===== src/rtl/lnsc_pkg.sv =====
`timescale 1ns / 1ps
// ----------------------------------------------------------------------------
// lnsc_pkg
// Shared types and constants of the letterbox nearest-neighbour scaler.
// ----------------------------------------------------------------------------
package lnsc_pkg;

    localparam int CFG_IDX_W  = 3;
    localparam int CFG_DATA_W = 15;
    localparam int DIM_W      = 13;
    localparam int COORD_W    = 12;
    localparam int PITCH_W    = 15;
    localparam int ADDR_W     = 26;
    localparam int PIX_W      = 32;

    localparam logic [PIX_W-1:0] OPAQUE_BLACK = 32'hFF00_0000;
    localparam logic [4:0]       MASK_5       = 5'h1F;
    localparam logic [5:0]       MASK_6       = 6'h3F;

    localparam logic [CFG_IDX_W-1:0] CFG_SCREEN_W = 3'd0;
    localparam logic [CFG_IDX_W-1:0] CFG_SCREEN_H = 3'd1;
    localparam logic [CFG_IDX_W-1:0] CFG_SOURCE_W = 3'd2;
    localparam logic [CFG_IDX_W-1:0] CFG_SOURCE_H = 3'd3;
    localparam logic [CFG_IDX_W-1:0] CFG_PITCH    = 3'd4;
    localparam logic [CFG_IDX_W-1:0] CFG_RGB32    = 3'd5;

    localparam logic CMD_LOCATE  = 1'b0;
    localparam logic CMD_CONVERT = 1'b1;

    typedef enum logic [2:0] {
        G_IDLE,
        G_MUL,
        G_CMP,
        G_DIV,
        G_OFF
    } t_geo_state;

    // Side data that travels alongside the coordinate dividers
    typedef struct packed {
        logic             in_area;
        logic [PIX_W-1:0] pixel;
    } t_side;

endpackage


===== src/rtl/lnsc_div_pipe.sv =====
`timescale 1ns / 1ps
// ----------------------------------------------------------------------------
// lnsc_div_pipe
// Pipelined restoring divider, one quotient bit per stage.
// ----------------------------------------------------------------------------
module lnsc_div_pipe #(
    parameter int NW = 25,
    parameter int DW = 13,
    parameter int QW = 13
) (
    input  logic          i_clk,
    input  logic          i_rst_n,
    input  logic          i_adv,
    input  logic          i_vld,
    input  logic [NW-1:0] i_num,
    input  logic [DW-1:0] i_den,
    output logic          o_vld,
    output logic [QW-1:0] o_quo
);

    logic [DW-1:0] r_rem [QW];
    logic [QW-1:0] r_lo  [QW];
    logic [QW-1:0] r_q   [QW];
    logic [QW-1:0] r_v;

    logic [DW-1:0] p_rem [QW];
    logic [QW-1:0] p_lo  [QW];
    logic [QW-1:0] p_q   [QW];
    logic [DW-1:0] n_rem [QW];
    logic [QW-1:0] n_lo  [QW];
    logic [QW-1:0] n_q   [QW];

    always_comb begin
        logic [DW:0] t;
        logic        ge;
        p_rem[0] = DW'(i_num >> QW);
        p_lo[0]  = i_num[QW-1:0];
        p_q[0]   = '0;
        for (int s = 1; s < QW; s++) begin
            p_rem[s] = r_rem[s-1];
            p_lo[s]  = r_lo[s-1];
            p_q[s]   = r_q[s-1];
        end
        for (int s = 0; s < QW; s++) begin
            t        = {p_rem[s], p_lo[s][QW-1]};
            ge       = (t >= {1'b0, i_den});
            n_rem[s] = ge ? DW'(t - {1'b0, i_den}) : DW'(t);
            n_lo[s]  = {p_lo[s][QW-2:0], 1'b0};
            n_q[s]   = {p_q[s][QW-2:0], ge};
        end
    end

    always_ff @(posedge i_clk) begin
        if (i_adv) begin
            for (int s = 0; s < QW; s++) begin
                r_rem[s] <= n_rem[s];
                r_lo[s]  <= n_lo[s];
                r_q[s]   <= n_q[s];
            end
        end
    end

    always_ff @(posedge i_clk) begin
        if (!i_rst_n) begin
            r_v <= '0;
        end else if (i_adv) begin
            r_v <= {r_v[QW-2:0], i_vld};
        end
    end

    assign o_vld = r_v[QW-1];
    assign o_quo = r_q[QW-1];

endmodule


===== src/rtl/letterbox_nearest_scaler_top.sv =====
`timescale 1ns / 1ps
// ----------------------------------------------------------------------------
// letterbox_nearest_scaler_top
// Aspect-preserving, centred nearest-neighbour scaler: locates screen pixels
// in the source frame and converts raw source pixels to BGRA.
// ----------------------------------------------------------------------------
//  Channel  Direction  Handshake              Payload
//  input    in         i_valid / o_stall      i_command, i_screen_x/y, i_raw_pixel
//  output   out        o_valid / i_stall      o_in_content, o_source_address,
//                                             o_pixel_out
//  config   in         i_cfg_we               i_cfg_index, i_cfg_data
//
//  One word per clock while o_stall is low; each word passes 17 register
//  stages (range check, multiply, 13 divider stages, pitch multiply, address
//  add), the last of them the output register. The divider pipe sets the
//  latency.
//  After reset and after every configuration write the geometry sequencer
//  runs its multiply, compare, serial divide and offset states; o_stall is
//  held high meanwhile.
//  A stall while o_valid is high freezes the whole pipeline; nothing is dropped.
// ----------------------------------------------------------------------------
module letterbox_nearest_scaler_top #(
    parameter int MAX_DIMENSION = 4096
) (
    input  logic                              i_clk,
    input  logic                              i_rst_n,
    // configuration
    input  logic                              i_cfg_we,
    input  logic [lnsc_pkg::CFG_IDX_W-1:0]    i_cfg_index,
    input  logic [lnsc_pkg::CFG_DATA_W-1:0]   i_cfg_data,
    // input channel
    input  logic                              i_valid,
    output logic                              o_stall,
    input  logic                              i_command,
    input  logic [lnsc_pkg::COORD_W-1:0]      i_screen_x,
    input  logic [lnsc_pkg::COORD_W-1:0]      i_screen_y,
    input  logic [lnsc_pkg::PIX_W-1:0]        i_raw_pixel,
    // output channel
    output logic                              o_valid,
    input  logic                              i_stall,
    output logic                              o_in_content,
    output logic [lnsc_pkg::ADDR_W-1:0]       o_source_address,
    output logic [lnsc_pkg::PIX_W-1:0]        o_pixel_out
);

    import lnsc_pkg::*;

    localparam int QW        = DIM_W;
    localparam int NW        = COORD_W + DIM_W;
    localparam int GNUM_W    = 2 * DIM_W;
    localparam int GCNT_W    = $clog2(GNUM_W);
    localparam int PROD_W    = DIM_W + PITCH_W;

    // ------------------------------------------------------------------
    // Configuration registers
    // ------------------------------------------------------------------
    logic [DIM_W-1:0]   r_scr_w, r_scr_h, r_src_w, r_src_h;
    logic [PITCH_W-1:0] r_pitch;
    logic               r_rgb32;

    always_ff @(posedge i_clk) begin
        if (!i_rst_n) begin
            r_scr_w <= DIM_W'(1920);
            r_scr_h <= DIM_W'(720);
            r_src_w <= '0;
            r_src_h <= '0;
            r_pitch <= '0;
            r_rgb32 <= 1'b0;
        end else if (i_cfg_we) begin
            case (i_cfg_index)
                CFG_SCREEN_W: r_scr_w <= i_cfg_data[DIM_W-1:0];
                CFG_SCREEN_H: r_scr_h <= i_cfg_data[DIM_W-1:0];
                CFG_SOURCE_W: r_src_w <= i_cfg_data[DIM_W-1:0];
                CFG_SOURCE_H: r_src_h <= i_cfg_data[DIM_W-1:0];
                CFG_PITCH:    r_pitch <= i_cfg_data;
                CFG_RGB32:    r_rgb32 <= i_cfg_data[0];
                default:      ;
            endcase
        end
    end

    // Saturate dimensions at the supported maximum
    function automatic logic [DIM_W-1:0] sat_dim(input logic [DIM_W-1:0] v);
        logic [DIM_W:0] lim;
        lim = (DIM_W+1)'(MAX_DIMENSION);
        return ({1'b0, v} > lim) ? DIM_W'(lim) : v;
    endfunction

    logic [DIM_W-1:0] dw, dh, sw, sh;
    assign dw = sat_dim(r_scr_w);
    assign dh = sat_dim(r_scr_h);
    assign sw = sat_dim(r_src_w);
    assign sh = sat_dim(r_src_h);

    // ------------------------------------------------------------------
    // Geometry sequencer: fitted size and centring offsets
    // ------------------------------------------------------------------
    t_geo_state r_gstate, n_gstate;
    logic [GCNT_W-1:0] r_gcnt;
    logic [GNUM_W-1:0] r_pa, r_pb, r_gnum, r_gq;
    logic [DIM_W-1:0]  r_gden, r_grem;
    logic              r_gfit_w;
    logic [DIM_W-1:0]  r_offx, r_offy, r_ow, r_oh;
    logic [DIM_W:0]    r_endx, r_endy;
    logic              r_content;

    logic g_load_prod, g_load_div, g_step, g_load_off;

    always_comb begin
        n_gstate = r_gstate;
        case (r_gstate)
            G_IDLE: n_gstate = G_IDLE;
            G_MUL:  n_gstate = G_CMP;
            G_CMP:  n_gstate = G_DIV;
            G_DIV:  n_gstate = (r_gcnt == GCNT_W'(GNUM_W - 1)) ? G_OFF : G_DIV;
            G_OFF:  n_gstate = G_IDLE;
            default: n_gstate = G_IDLE;
        endcase
        // restart on any register write
        if (i_cfg_we) n_gstate = G_MUL;
    end

    always_comb begin
        g_load_prod = 1'b0;
        g_load_div  = 1'b0;
        g_step      = 1'b0;
        g_load_off  = 1'b0;
        case (r_gstate)
            G_MUL:   g_load_prod = 1'b1;
            G_CMP:   g_load_div  = 1'b1;
            G_DIV:   g_step      = 1'b1;
            G_OFF:   g_load_off  = 1'b1;
            default: ;
        endcase
    end

    always_ff @(posedge i_clk) begin
        if (!i_rst_n) begin
            r_gstate <= G_MUL;
        end else begin
            r_gstate <= n_gstate;
        end
    end

    logic [DIM_W:0]    g_t;
    logic              g_ge;
    logic [GNUM_W-1:0] g_q;
    logic [DIM_W-1:0]  g_qc, g_ow, g_oh;

    assign g_t  = {r_grem, r_gnum[GNUM_W-1]};
    assign g_ge = (g_t >= {1'b0, r_gden});

    always_comb begin
        g_q = r_gq;
        if (r_gfit_w) begin
            g_qc = (g_q > GNUM_W'(dh)) ? dh : DIM_W'(g_q);
            g_ow = dw;
            g_oh = g_qc;
        end else begin
            g_qc = (g_q > GNUM_W'(dw)) ? dw : DIM_W'(g_q);
            g_ow = g_qc;
            g_oh = dh;
        end
    end

    always_ff @(posedge i_clk) begin
        if (g_load_prod) begin
            r_pa <= sw * dh;
            r_pb <= sh * dw;
        end
        if (g_load_div) begin
            r_gfit_w <= (r_pa > r_pb);
            r_gnum   <= (r_pa > r_pb) ? r_pb : r_pa;
            r_gden   <= (r_pa > r_pb) ? sw : sh;
            r_grem   <= '0;
            r_gq     <= '0;
            r_gcnt   <= '0;
        end
        if (g_step) begin
            r_grem <= g_ge ? DIM_W'(g_t - {1'b0, r_gden}) : DIM_W'(g_t);
            r_gnum <= {r_gnum[GNUM_W-2:0], 1'b0};
            r_gq   <= {r_gq[GNUM_W-2:0], g_ge};
            r_gcnt <= r_gcnt + 1'b1;
        end
        if (g_load_off) begin
            r_ow      <= g_ow;
            r_oh      <= g_oh;
            r_offx    <= DIM_W'((dw - g_ow) >> 1);
            r_offy    <= DIM_W'((dh - g_oh) >> 1);
            r_endx    <= (DIM_W+1)'(DIM_W'((dw - g_ow) >> 1)) + (DIM_W+1)'(g_ow);
            r_endy    <= (DIM_W+1)'(DIM_W'((dh - g_oh) >> 1)) + (DIM_W+1)'(g_oh);
            r_content <= (sw != '0) && (sh != '0) && (g_ow != '0) && (g_oh != '0);
        end
    end

    // ------------------------------------------------------------------
    // Word pipeline; the whole pipe advances unless the output is held
    // ------------------------------------------------------------------
    logic adv;
    logic r_ov;
    assign adv     = !(r_ov && i_stall);
    assign o_stall = (r_gstate != G_IDLE) || !adv;

    logic accept;
    assign accept = i_valid && !o_stall;

    function automatic logic [PIX_W-1:0] expand565(input logic [15:0] p);
        logic [4:0] r, b;
        logic [5:0] g;
        r = p[15:11] & MASK_5;
        g = p[10:5]  & MASK_6;
        b = p[4:0]   & MASK_5;
        return OPAQUE_BLACK | {8'h00, r, r[4:2], g, g[5:4], b, b[4:2]};
    endfunction

    // Stage 1: range test, offsets removed, pixel converted
    logic                inside_c;
    logic [DIM_W:0]      xe, ye;
    t_side               s1_side_c;

    assign xe = (DIM_W+1)'(i_screen_x);
    assign ye = (DIM_W+1)'(i_screen_y);
    assign inside_c = (i_command == CMD_LOCATE) && r_content
                   && (xe >= (DIM_W+1)'(r_offx)) && (xe < r_endx)
                   && (ye >= (DIM_W+1)'(r_offy)) && (ye < r_endy);

    always_comb begin
        s1_side_c.in_area = inside_c;
        if (i_command == CMD_CONVERT) begin
            s1_side_c.pixel = r_rgb32 ? (i_raw_pixel | OPAQUE_BLACK)
                                      : expand565(i_raw_pixel[15:0]);
        end else begin
            s1_side_c.pixel = inside_c ? '0 : OPAQUE_BLACK;
        end
    end

    logic               r1_v, r2_v;
    logic [COORD_W-1:0] r1_dx, r1_dy;
    t_side              r1_side, r2_side;
    logic [NW-1:0]      r2_nx, r2_ny;

    always_ff @(posedge i_clk) begin
        if (adv) begin
            r1_dx   <= COORD_W'(i_screen_x - COORD_W'(r_offx));
            r1_dy   <= COORD_W'(i_screen_y - COORD_W'(r_offy));
            r1_side <= s1_side_c;
            // Stage 2: scale by source size
            r2_nx   <= r1_side.in_area ? r1_dx * sw : '0;
            r2_ny   <= r1_side.in_area ? r1_dy * sh : '0;
            r2_side <= r1_side;
        end
    end

    always_ff @(posedge i_clk) begin
        if (!i_rst_n) begin
            r1_v <= 1'b0;
            r2_v <= 1'b0;
        end else if (adv) begin
            r1_v <= accept;
            r2_v <= r1_v;
        end
    end

    // Divide by the fitted size
    logic          dvx_v, dvy_v;
    logic [QW-1:0] sx, sy;

    lnsc_div_pipe #(.NW(NW), .DW(DIM_W), .QW(QW)) u_div_x (
        .i_clk   (i_clk),
        .i_rst_n (i_rst_n),
        .i_adv   (adv),
        .i_vld   (r2_v),
        .i_num   (r2_nx),
        .i_den   (r_ow),
        .o_vld   (dvx_v),
        .o_quo   (sx)
    );

    lnsc_div_pipe #(.NW(NW), .DW(DIM_W), .QW(QW)) u_div_y (
        .i_clk   (i_clk),
        .i_rst_n (i_rst_n),
        .i_adv   (adv),
        .i_vld   (r2_v),
        .i_num   (r2_ny),
        .i_den   (r_oh),
        .o_vld   (dvy_v),
        .o_quo   (sy)
    );

    // Hold side data in step with the dividers
    t_side r_sd [QW];
    always_ff @(posedge i_clk) begin
        if (adv) begin
            r_sd[0] <= r2_side;
            for (int s = 1; s < QW; s++) r_sd[s] <= r_sd[s-1];
        end
    end

    // Stage M: row offset multiply; stage O: address add into output register
    logic               r3_v;
    logic [PROD_W-1:0]  r3_prod;
    logic [QW+1:0]      r3_sxb;
    t_side              r3_side;
    logic [ADDR_W-1:0]  r_oaddr;
    t_side              r_oside;

    always_ff @(posedge i_clk) begin
        if (adv) begin
            r3_prod <= sy * r_pitch;
            r3_sxb  <= r_rgb32 ? {sx, 2'b00} : {1'b0, sx, 1'b0};
            r3_side <= r_sd[QW-1];
            r_oaddr <= r3_side.in_area ? ADDR_W'(r3_prod + PROD_W'(r3_sxb)) : '0;
            r_oside <= r3_side;
        end
    end

    always_ff @(posedge i_clk) begin
        if (!i_rst_n) begin
            r3_v <= 1'b0;
            r_ov <= 1'b0;
        end else if (adv) begin
            r3_v <= dvx_v && dvy_v;
            r_ov <= r3_v;
        end
    end

    assign o_valid          = r_ov;
    assign o_in_content     = r_oside.in_area;
    assign o_source_address = r_oaddr;
    assign o_pixel_out      = r_oside.pixel;

    // ------------------------------------------------------------------
    // Assertions
    // ------------------------------------------------------------------
    a_border_addr_zero: assert property (@(posedge i_clk) disable iff (!i_rst_n)
        (o_valid && !o_in_content) |-> (o_source_address == '0))
        else $error("border word carries a source address");

    a_content_pixel_zero: assert property (@(posedge i_clk) disable iff (!i_rst_n)
        (o_valid && o_in_content) |-> (o_pixel_out == '0))
        else $error("content word carries a pixel value");

    a_busy_stalls: assert property (@(posedge i_clk) disable iff (!i_rst_n)
        (r_gstate != G_IDLE) |-> o_stall)
        else $error("word accepted while geometry is being computed");

    a_cfg_restarts: assert property (@(posedge i_clk) disable iff (!i_rst_n)
        i_cfg_we |=> (o_stall && (r_gstate == G_MUL)))
        else $error("register write did not restart geometry");

    a_div_lockstep: assert property (@(posedge i_clk) disable iff (!i_rst_n)
        dvx_v == dvy_v)
        else $error("divider pipes out of step");

endmodule

===== config.mk =====
export PLATFORM = sky130hd
export DESIGN_NAME = letterbox_nearest_scaler_top
export DESIGN_NICKNAME = d
export VERILOG_FILES = /design/src/rtl/lnsc_pkg.sv /design/src/rtl/lnsc_div_pipe.sv /design/src/rtl/letterbox_nearest_scaler_top.sv
export SDC_FILE = /design/constraint.sdc
export NUM_CORES = 2
export LEC_CHECK = 0
export BUFFER_PORTS_ARGS = -buffer_cell sky130_fd_sc_hd__buf_2
export CORE_MARGIN = 5
export CORE_UTILIZATION = 59
export CTS_BUF_LIST = sky130_fd_sc_hd__clkbuf_8
export DETAILED_ROUTE_END_ITERATION = 12
export PLACE_DENSITY = 0.75
export SYNTH_ARGS = -nofsm -noshare
export SYNTH_HDL_FRONTEND = slang
export SYNTH_SLANG_ARGS = --single-unit

===== constraint.sdc =====
create_clock -name i_clk -period 47.4 [get_ports i_clk]
set_input_delay 0 -clock i_clk [delete_from_list [all_inputs] [get_ports i_clk]]
set_output_delay 0 -clock i_clk [all_outputs]
set_load 0.01 [all_outputs]

# == After elaboration in Yosys (flattened, before gate mapping) ==
# Memories as Yosys holds them, arrays and structs flattened. A register that Yosys moved wholly into a read port is not among the register bits.
# Cells that the tools add are included.
# word_totals
regBits,556
ram_bits,1417
out_inout_bits,61
word_cells,225
mem_count,7
# op_classes
add_sub_neg,35
n_mul,5
n_lt_le_gt_ge,38
eq_ne,10
n_mux,56
bitwise_logic,2
reduce_logical,28
# memory_table
memory,depth,word_bits,rd,rd_ports_with_merged_regs,wr,line,source
r_sd,13,33,13,1,13,letterbox_nearest_scaler_top.sv:291,t_side r_sd [QW];
u_div_x.r_q,13,13,13,0,13,lnsc_div_pipe.sv:23,logic [QW-1:0] r_q [QW];
u_div_x.r_rem,13,13,12,0,13,lnsc_div_pipe.sv:21,logic [DW-1:0] r_rem [QW];
u_div_y.r_q,13,13,13,0,13,lnsc_div_pipe.sv:23,
u_div_y.r_rem,13,13,12,0,13,lnsc_div_pipe.sv:21,
u_div_x.r_lo,13,12,12,0,13,lnsc_div_pipe.sv:22,logic [QW-1:0] r_lo [QW];
+1 memories,n/a,n/a,n/a,n/a,n/a,n/a,
# op_table
cell,n
2-to-1 mux 13 bit,38
subtractor 13 bit,29
>= comparator 14 x 13 -> 1 bit,25
2-to-1 mux 26 bit,5
2-to-1 mux 32 bit,2
"> comparator 13 bit, second input constant",4
> comparator 26 x 13 -> 1 bit,2
multiplier 13 x 13 -> 26 bit,2
nonzero test 13 bit,4
multiplier 12 x 13 -> 25 bit,2
adder 12 x 13 -> 14 bit,2
less-than comparator 12 x 14 -> 1 bit,2
adder 26 x 15 -> 26 bit,1
>= comparator 13 bit,2
> comparator 26 bit,1
multiplier 13 x 15 -> 26 bit,1
>= comparator 12 bit,2
2-to-1 mux 24 bit,1
subtractor 12 bit,2
2-to-1 mux 14 bit,1
"equality test 3 x 2 -> 1 bit, second input constant",4
AND reduction 2 bit,6
logical AND 1 bit,11
2-to-1 mux 5 bit,2
other kinds (14),23

# == Depth between registers and ports, before layout ==
# depth
word_depth,8
mapped_depth,30
mapped_depth_nobuf,26

# == Hierarchy ==
# From an unflattened synthesis, not the netlist that was laid out.
# unflattened
hier_cells,8915
area_unflattened_um2,101412.3
# modules_own_cells
mod,instances,cells_per_inst,area_per_inst_um2,seq_area_each_um2
letterbox_nearest_scaler_top,1,5676,62314.8,25424.4
lnsc_div_pipe (u_div_x),1,1621,19720.2,10019.6
lnsc_div_pipe (u_div_y),1,1618,19377.3,10019.6

# == Worst setup path after synthesis ==
# No wires, ideal clock.
# synth_path
path_kind,reg2reg
from,"register r_ov, in the netlist o_valid"
to,"register r_oside, in the netlist o_in_content (enable)"
setup_ns,2.075
arrival_ns,34.068
required_time_ns,45.325
setup_slack_ns,11.258
stages_incl_launch_ff,5
path_buffers,2
synth_period_minus_slack_ns,36.142
path_cell_list,dfxtp_1 > and2_1 > clkbuf_1 > inv_1 > clkbuf_1
# synth_between
elab_chain_len,1
# synth_rtl
item,line,source
"start, declared",letterbox_nearest_scaler_top.sv:200,logic r_ov;
"start signal, assigned",letterbox_nearest_scaler_top.sv:323,r_ov <= r3_v;
logical AND 1 bit,letterbox_nearest_scaler_top.sv:201,assign adv = !(r_ov && i_stall);
"end signal, assigned",letterbox_nearest_scaler_top.sv:313,r_oside <= r3_side;
"end, declared",letterbox_nearest_scaler_top.sv:305,t_side r_oside;
# No other way between the ends.
# A chain may end at the register's enable or synchronous reset.

# == Final worst setup path ==
# layout_path
from,register r_scr_w[12]
to,"register r_endx[12], data pin"
# layout_between
elab_chain_len,7
# layout_rtl
item,line,source
"start, declared",letterbox_nearest_scaler_top.sv:57,"logic [DIM_W-1:0] r_scr_w, r_scr_h, r_src_w, r_src_h;"
"start signal, assigned",letterbox_nearest_scaler_top.sv:71,CFG_SCREEN_W: r_scr_w <= i_cfg_data[DIM_W-1:0];
> comparator 13 bit,letterbox_nearest_scaler_top.sv:86,"return ({1'b0, v} > lim) ? DIM_W'(lim) : v;"
2-to-1 mux 13 bit *,letterbox_nearest_scaler_top.sv:86,
> comparator 26 x 13 -> 1 bit,letterbox_nearest_scaler_top.sv:160,g_qc = (g_q > GNUM_W'(dw)) ? dw : DIM_W'(g_q);
2-to-1 mux 13 bit,letterbox_nearest_scaler_top.sv:160,
2-to-1 mux 13 bit,letterbox_nearest_scaler_top.sv:155,if (r_gfit_w) begin
subtractor 13 bit,letterbox_nearest_scaler_top.sv:190,r_endx <= (DIM_W+1)'(DIM_W'((dw - g_ow) >> 1)) + (DIM_W+1)'(g_ow);
adder 12 x 13 -> 14 bit *,letterbox_nearest_scaler_top.sv:190,
"end signal, assigned",letterbox_nearest_scaler_top.sv:190,
"end, declared",letterbox_nearest_scaler_top.sv:104,"logic [DIM_W:0] r_endx, r_endy;"
# Mark *: on every way between the ends. The rest lies on a longest branch, timed or not.

==> out/qor.yml <==
detailed_routing:
  drt_iter0_markers: 4652
  via_count: 65200
  wire_per_inst_um: 19.14
  via_per_inst: 5.718
  routed_wl_mm: 218.2
  route.detailed.drc: 0
  dr.pass1.iters: 6
  postRouteAntennaNets: 0
yosys:
  synthTopCellsByArea: "edfxtp_1 (44%), fa_1 (13%), ha_1 (11%), inv_1 (3.9%), nand2_1 (3.5%)"
  synth_edf_count: 1446
  synth_top_cell_by_area: "edfxtp_1"
  synth_top_flop_cell: "edfxtp_1"
  synth_cell_types: 81
  synth_fp_nets: 10150
  synth_cells: 8587
  mappedNetlistArea_um2: 99670
  async_reset_ff_share_pct: 0
  ys_ff_latch: 1535
  yosysSeqAreaShare_pct: 45.35
  yosys_warnings: 0
  avgSynthCellArea_um2: 11.61
  yosysTopAreaCellShare_pct: 43.57
floorplanning:
  die_y_um: 421.0
  placement_rows: 150
  die_area_um2: 177200
  pin_count: 141
  die-width_um: 421.0
  core_region_area_um2: 167600
  start_util_pct: 59.47
global_route:
  grt_pass1_vias: 67250
  gr-usage-all-layers_pct: 24.46
  grt_overflow: 0
  antenna_found_initial: 9
  grt_pass1_wl_mm: 349.3
  grt_max_degree: 172
place:
  hpwl_mm: 154.6
  gp_congestion: 0.9104
  dpl_cell_area_um2: 102900
  port_buffers: 132
  dp.cells: 10770
sta:
  setup_violations: 0
  fmax_mhz: 133.6
  hold_viol: 0
  fin_crit_ns: 7.483
  rsz0062_at_grt: "no"
  maxSlewHeadroom_pct: 19.50
  fin_crit_sh_pct: 15.79
  clock_skew_ns: 0.1143
  worstMarginPinSlew_ns: 1.202
  drv_slew: 0
  fin_setup_tns_ns: 0
power:
  power.leakage_uw: 0.05111
  cellPowerDensity_nw_per_um2: 26.91
  ir_drop_mv: 0.03082
clocking:
  htree_levels: 5
  clock_sinks: 1535
  clk_latency_ns: 1.04
  cts_root_buffer: "clkbuf_8"
  numCtsBuffers: 278
  clockBufferDepth: 4
  post_cts_resized: 0
  cts.clk_slew.worst_paths_ns: 0.06
  cts_tree: "yes"
hold_path:
  holdCritPathClass: "input port to flop"
  whs_endpoint: "r1_side[22]"
  hold_depth: 4
  worstHoldStart: "i_raw_pixel[14]"
outcome:
  status: "finished, final reports clean"
layout:
  fin_cells: 11400
  fillers: 12410
  finalNetCount: 10580
  register_area_um2: 45200
  final_common_cell: "edfxtp_1"
  multi_input_area_um2: 49650
  final_core_util_pct: 65.30
  fin_area_um2: 109400
  syn2layout_area_growth_pct: 9.813
  most-common-layout-cells: "edfxtp_1 (1446), inv_1 (1116), nand2_1 (922), ha_1 (843), fa_1 (636)"
  drive_above_1_share_pct: 9.149
setup_path:
  r2r-start: "r_scr_w[12]"
  worstSetupPathType: "flop to flop"
  rrSetupSlack_ns: 39.92
  worst_setup_path_end_kind: "flop"
  regToRegEndpoint: "r_endx[12]"
  worst_ep_required_time_ns: 48.10
  cp-start-kind: "flop"
  crit_path_max_fanout: 27
  r2r_cells: 24
  crit_arrival_ns: 8.18
job:
  maxCapViolCount: 0
[synth_stat cells, types with 38 or more instances]
cell / instances
xor2_1: 136
nor2_1: 490
dfxtp_1: 89
and2_1: 222
nor3_1: 112
ha_1: 843
inv_1: 1043
mux2_2: 250
fa_1: 636
o21ai_1: 38
edfxtp_1: 1446
nand4_1: 104
clkbuf_1: 204
o21ai_0: 221
a21boi_0: 111
mux2i_1: 102
nor2b_1: 177
nand2b_1: 63
nand3_1: 66
and3_1: 45
xnor2_1: 266
a211oi_1: 39
a21oi_1: 312
a21o_1: 214
nand2_1: 922
[cells by family after synthesis]
logic type	synth area share, %
compound gates	8.082
xor+xnor	3.533
fa+ha+maj	23.36
buf+inv	4.888
flops	45.35
mux	4.188
simple gates	10.60
[sequential cells by signal, indices dropped and copies added (netlist names), 26 cells and up]
| name | count |
|---|---|
| u_div_x.r_rem | 156 |
| r3_prod | 26 |
| g_q | 26 |
| u_div_y.r_lo | 78 |
| u_div_x.r_lo | 78 |
| u_div_y.r_rem | 156 |
| r2_side | 26 |
| o_source_address | 26 |
| r_pb | 26 |
| r_gnum | 26 |
| r1_side | 26 |
| r_pa | 26 |
| r3_side | 26 |
| r_sd | 338 |
| u_div_x.r_q | 91 |
| u_div_y.r_q | 91 |
[worst max-delay path by stage]
stage | startpoint | to | slack (ns)
detailed placement | r_scr_w[12] | r_endx[12] | 40.10
CTS | r_scr_h[12] | r_pa[24] | 40.11
floorplan | o_valid | o_in_content | 11.26
finish | r_scr_w[12] | r_endx[12] | 39.92
global route | r_scr_w[12] | r_endx[12] | 39.59
global placement | r_scr_w[12] | r_endx[12] | 40.26
[worst max-delay path, cell delays in order, from the launching register on]
cell      delay (ns)
dfxtp_1         1.02
inv_1           0.28
nand2_1         0.53
inv_1           0.36
ha_1            0.28
inv_1           0.05
a21oi_1         0.06
o221a_2         0.26
o21ai_0         0.14
a31o_2          0.55
mux2i_1         0.39
fa_1            0.52
a21o_1          0.22
a21oi_1         0.25
o21bai_1        0.10
a21oi_1         0.24
nor2b_1         0.08
o21a_1          0.19
o31a_1          0.26
o41ai_1         0.31
xor2_1          0.27
ha_1            0.25
nor3_1          0.09
a221oi_1        0.39
xnor2_1         0.12
[cell type report]
| cell class | count | share of cell area [%] |
|---|---|---|
| inverter | 1043 | 3.585 |
| antenna | 7 | 0.01600 |
| sequential | 1535 | 41.30 |
| clock buffer | 286 | 3.597 |
| clock inverter | 167 | 0.8345 |
| timing repair buffer | 392 | 2.785 |
| tap | 2204 | 2.520 |
| multi-input combinational | 5769 | 45.36 |
[power breakdown]
group	internal, µW	switching [µW]
Combinational	113	145
Sequential	1530	34.2
Clock	599	523
Total	2240	703
[metrics by stage]
step / hold slack [ns] / setup WS, ns / total power (µW)
global route: 0.09025 / 39.59 / 3080
finish: 0.1662 / 39.92 / 2945
floorplan: 0.1183 / 11.26 / 1758
detailed placement: 0.3545 / 40.10 / 1834
global placement: 0.3430 / 40.26 / 1821
CTS: 0.02141 / 40.11 / 2975
[layer usage]
metal | share of wire [%] | global-route usage, % | up-vias
met5 | 0 | 0 | -
met4 | 4.8 | 11.39 | 0
met3 | 6.9 | 4.581 | 623
met2 | 48 | 40.55 | 2247
met1 | 41 | 31.37 | 31780
li1 | - | - | 30550
[repair_timing]
action                                 4_1_cts  5_1_grt
endpoints found under the hold margin      183        0
buffers inserted                             0        0
hold buffers                               169        0
No activity file was read; power rests on OpenSTA's default activity.
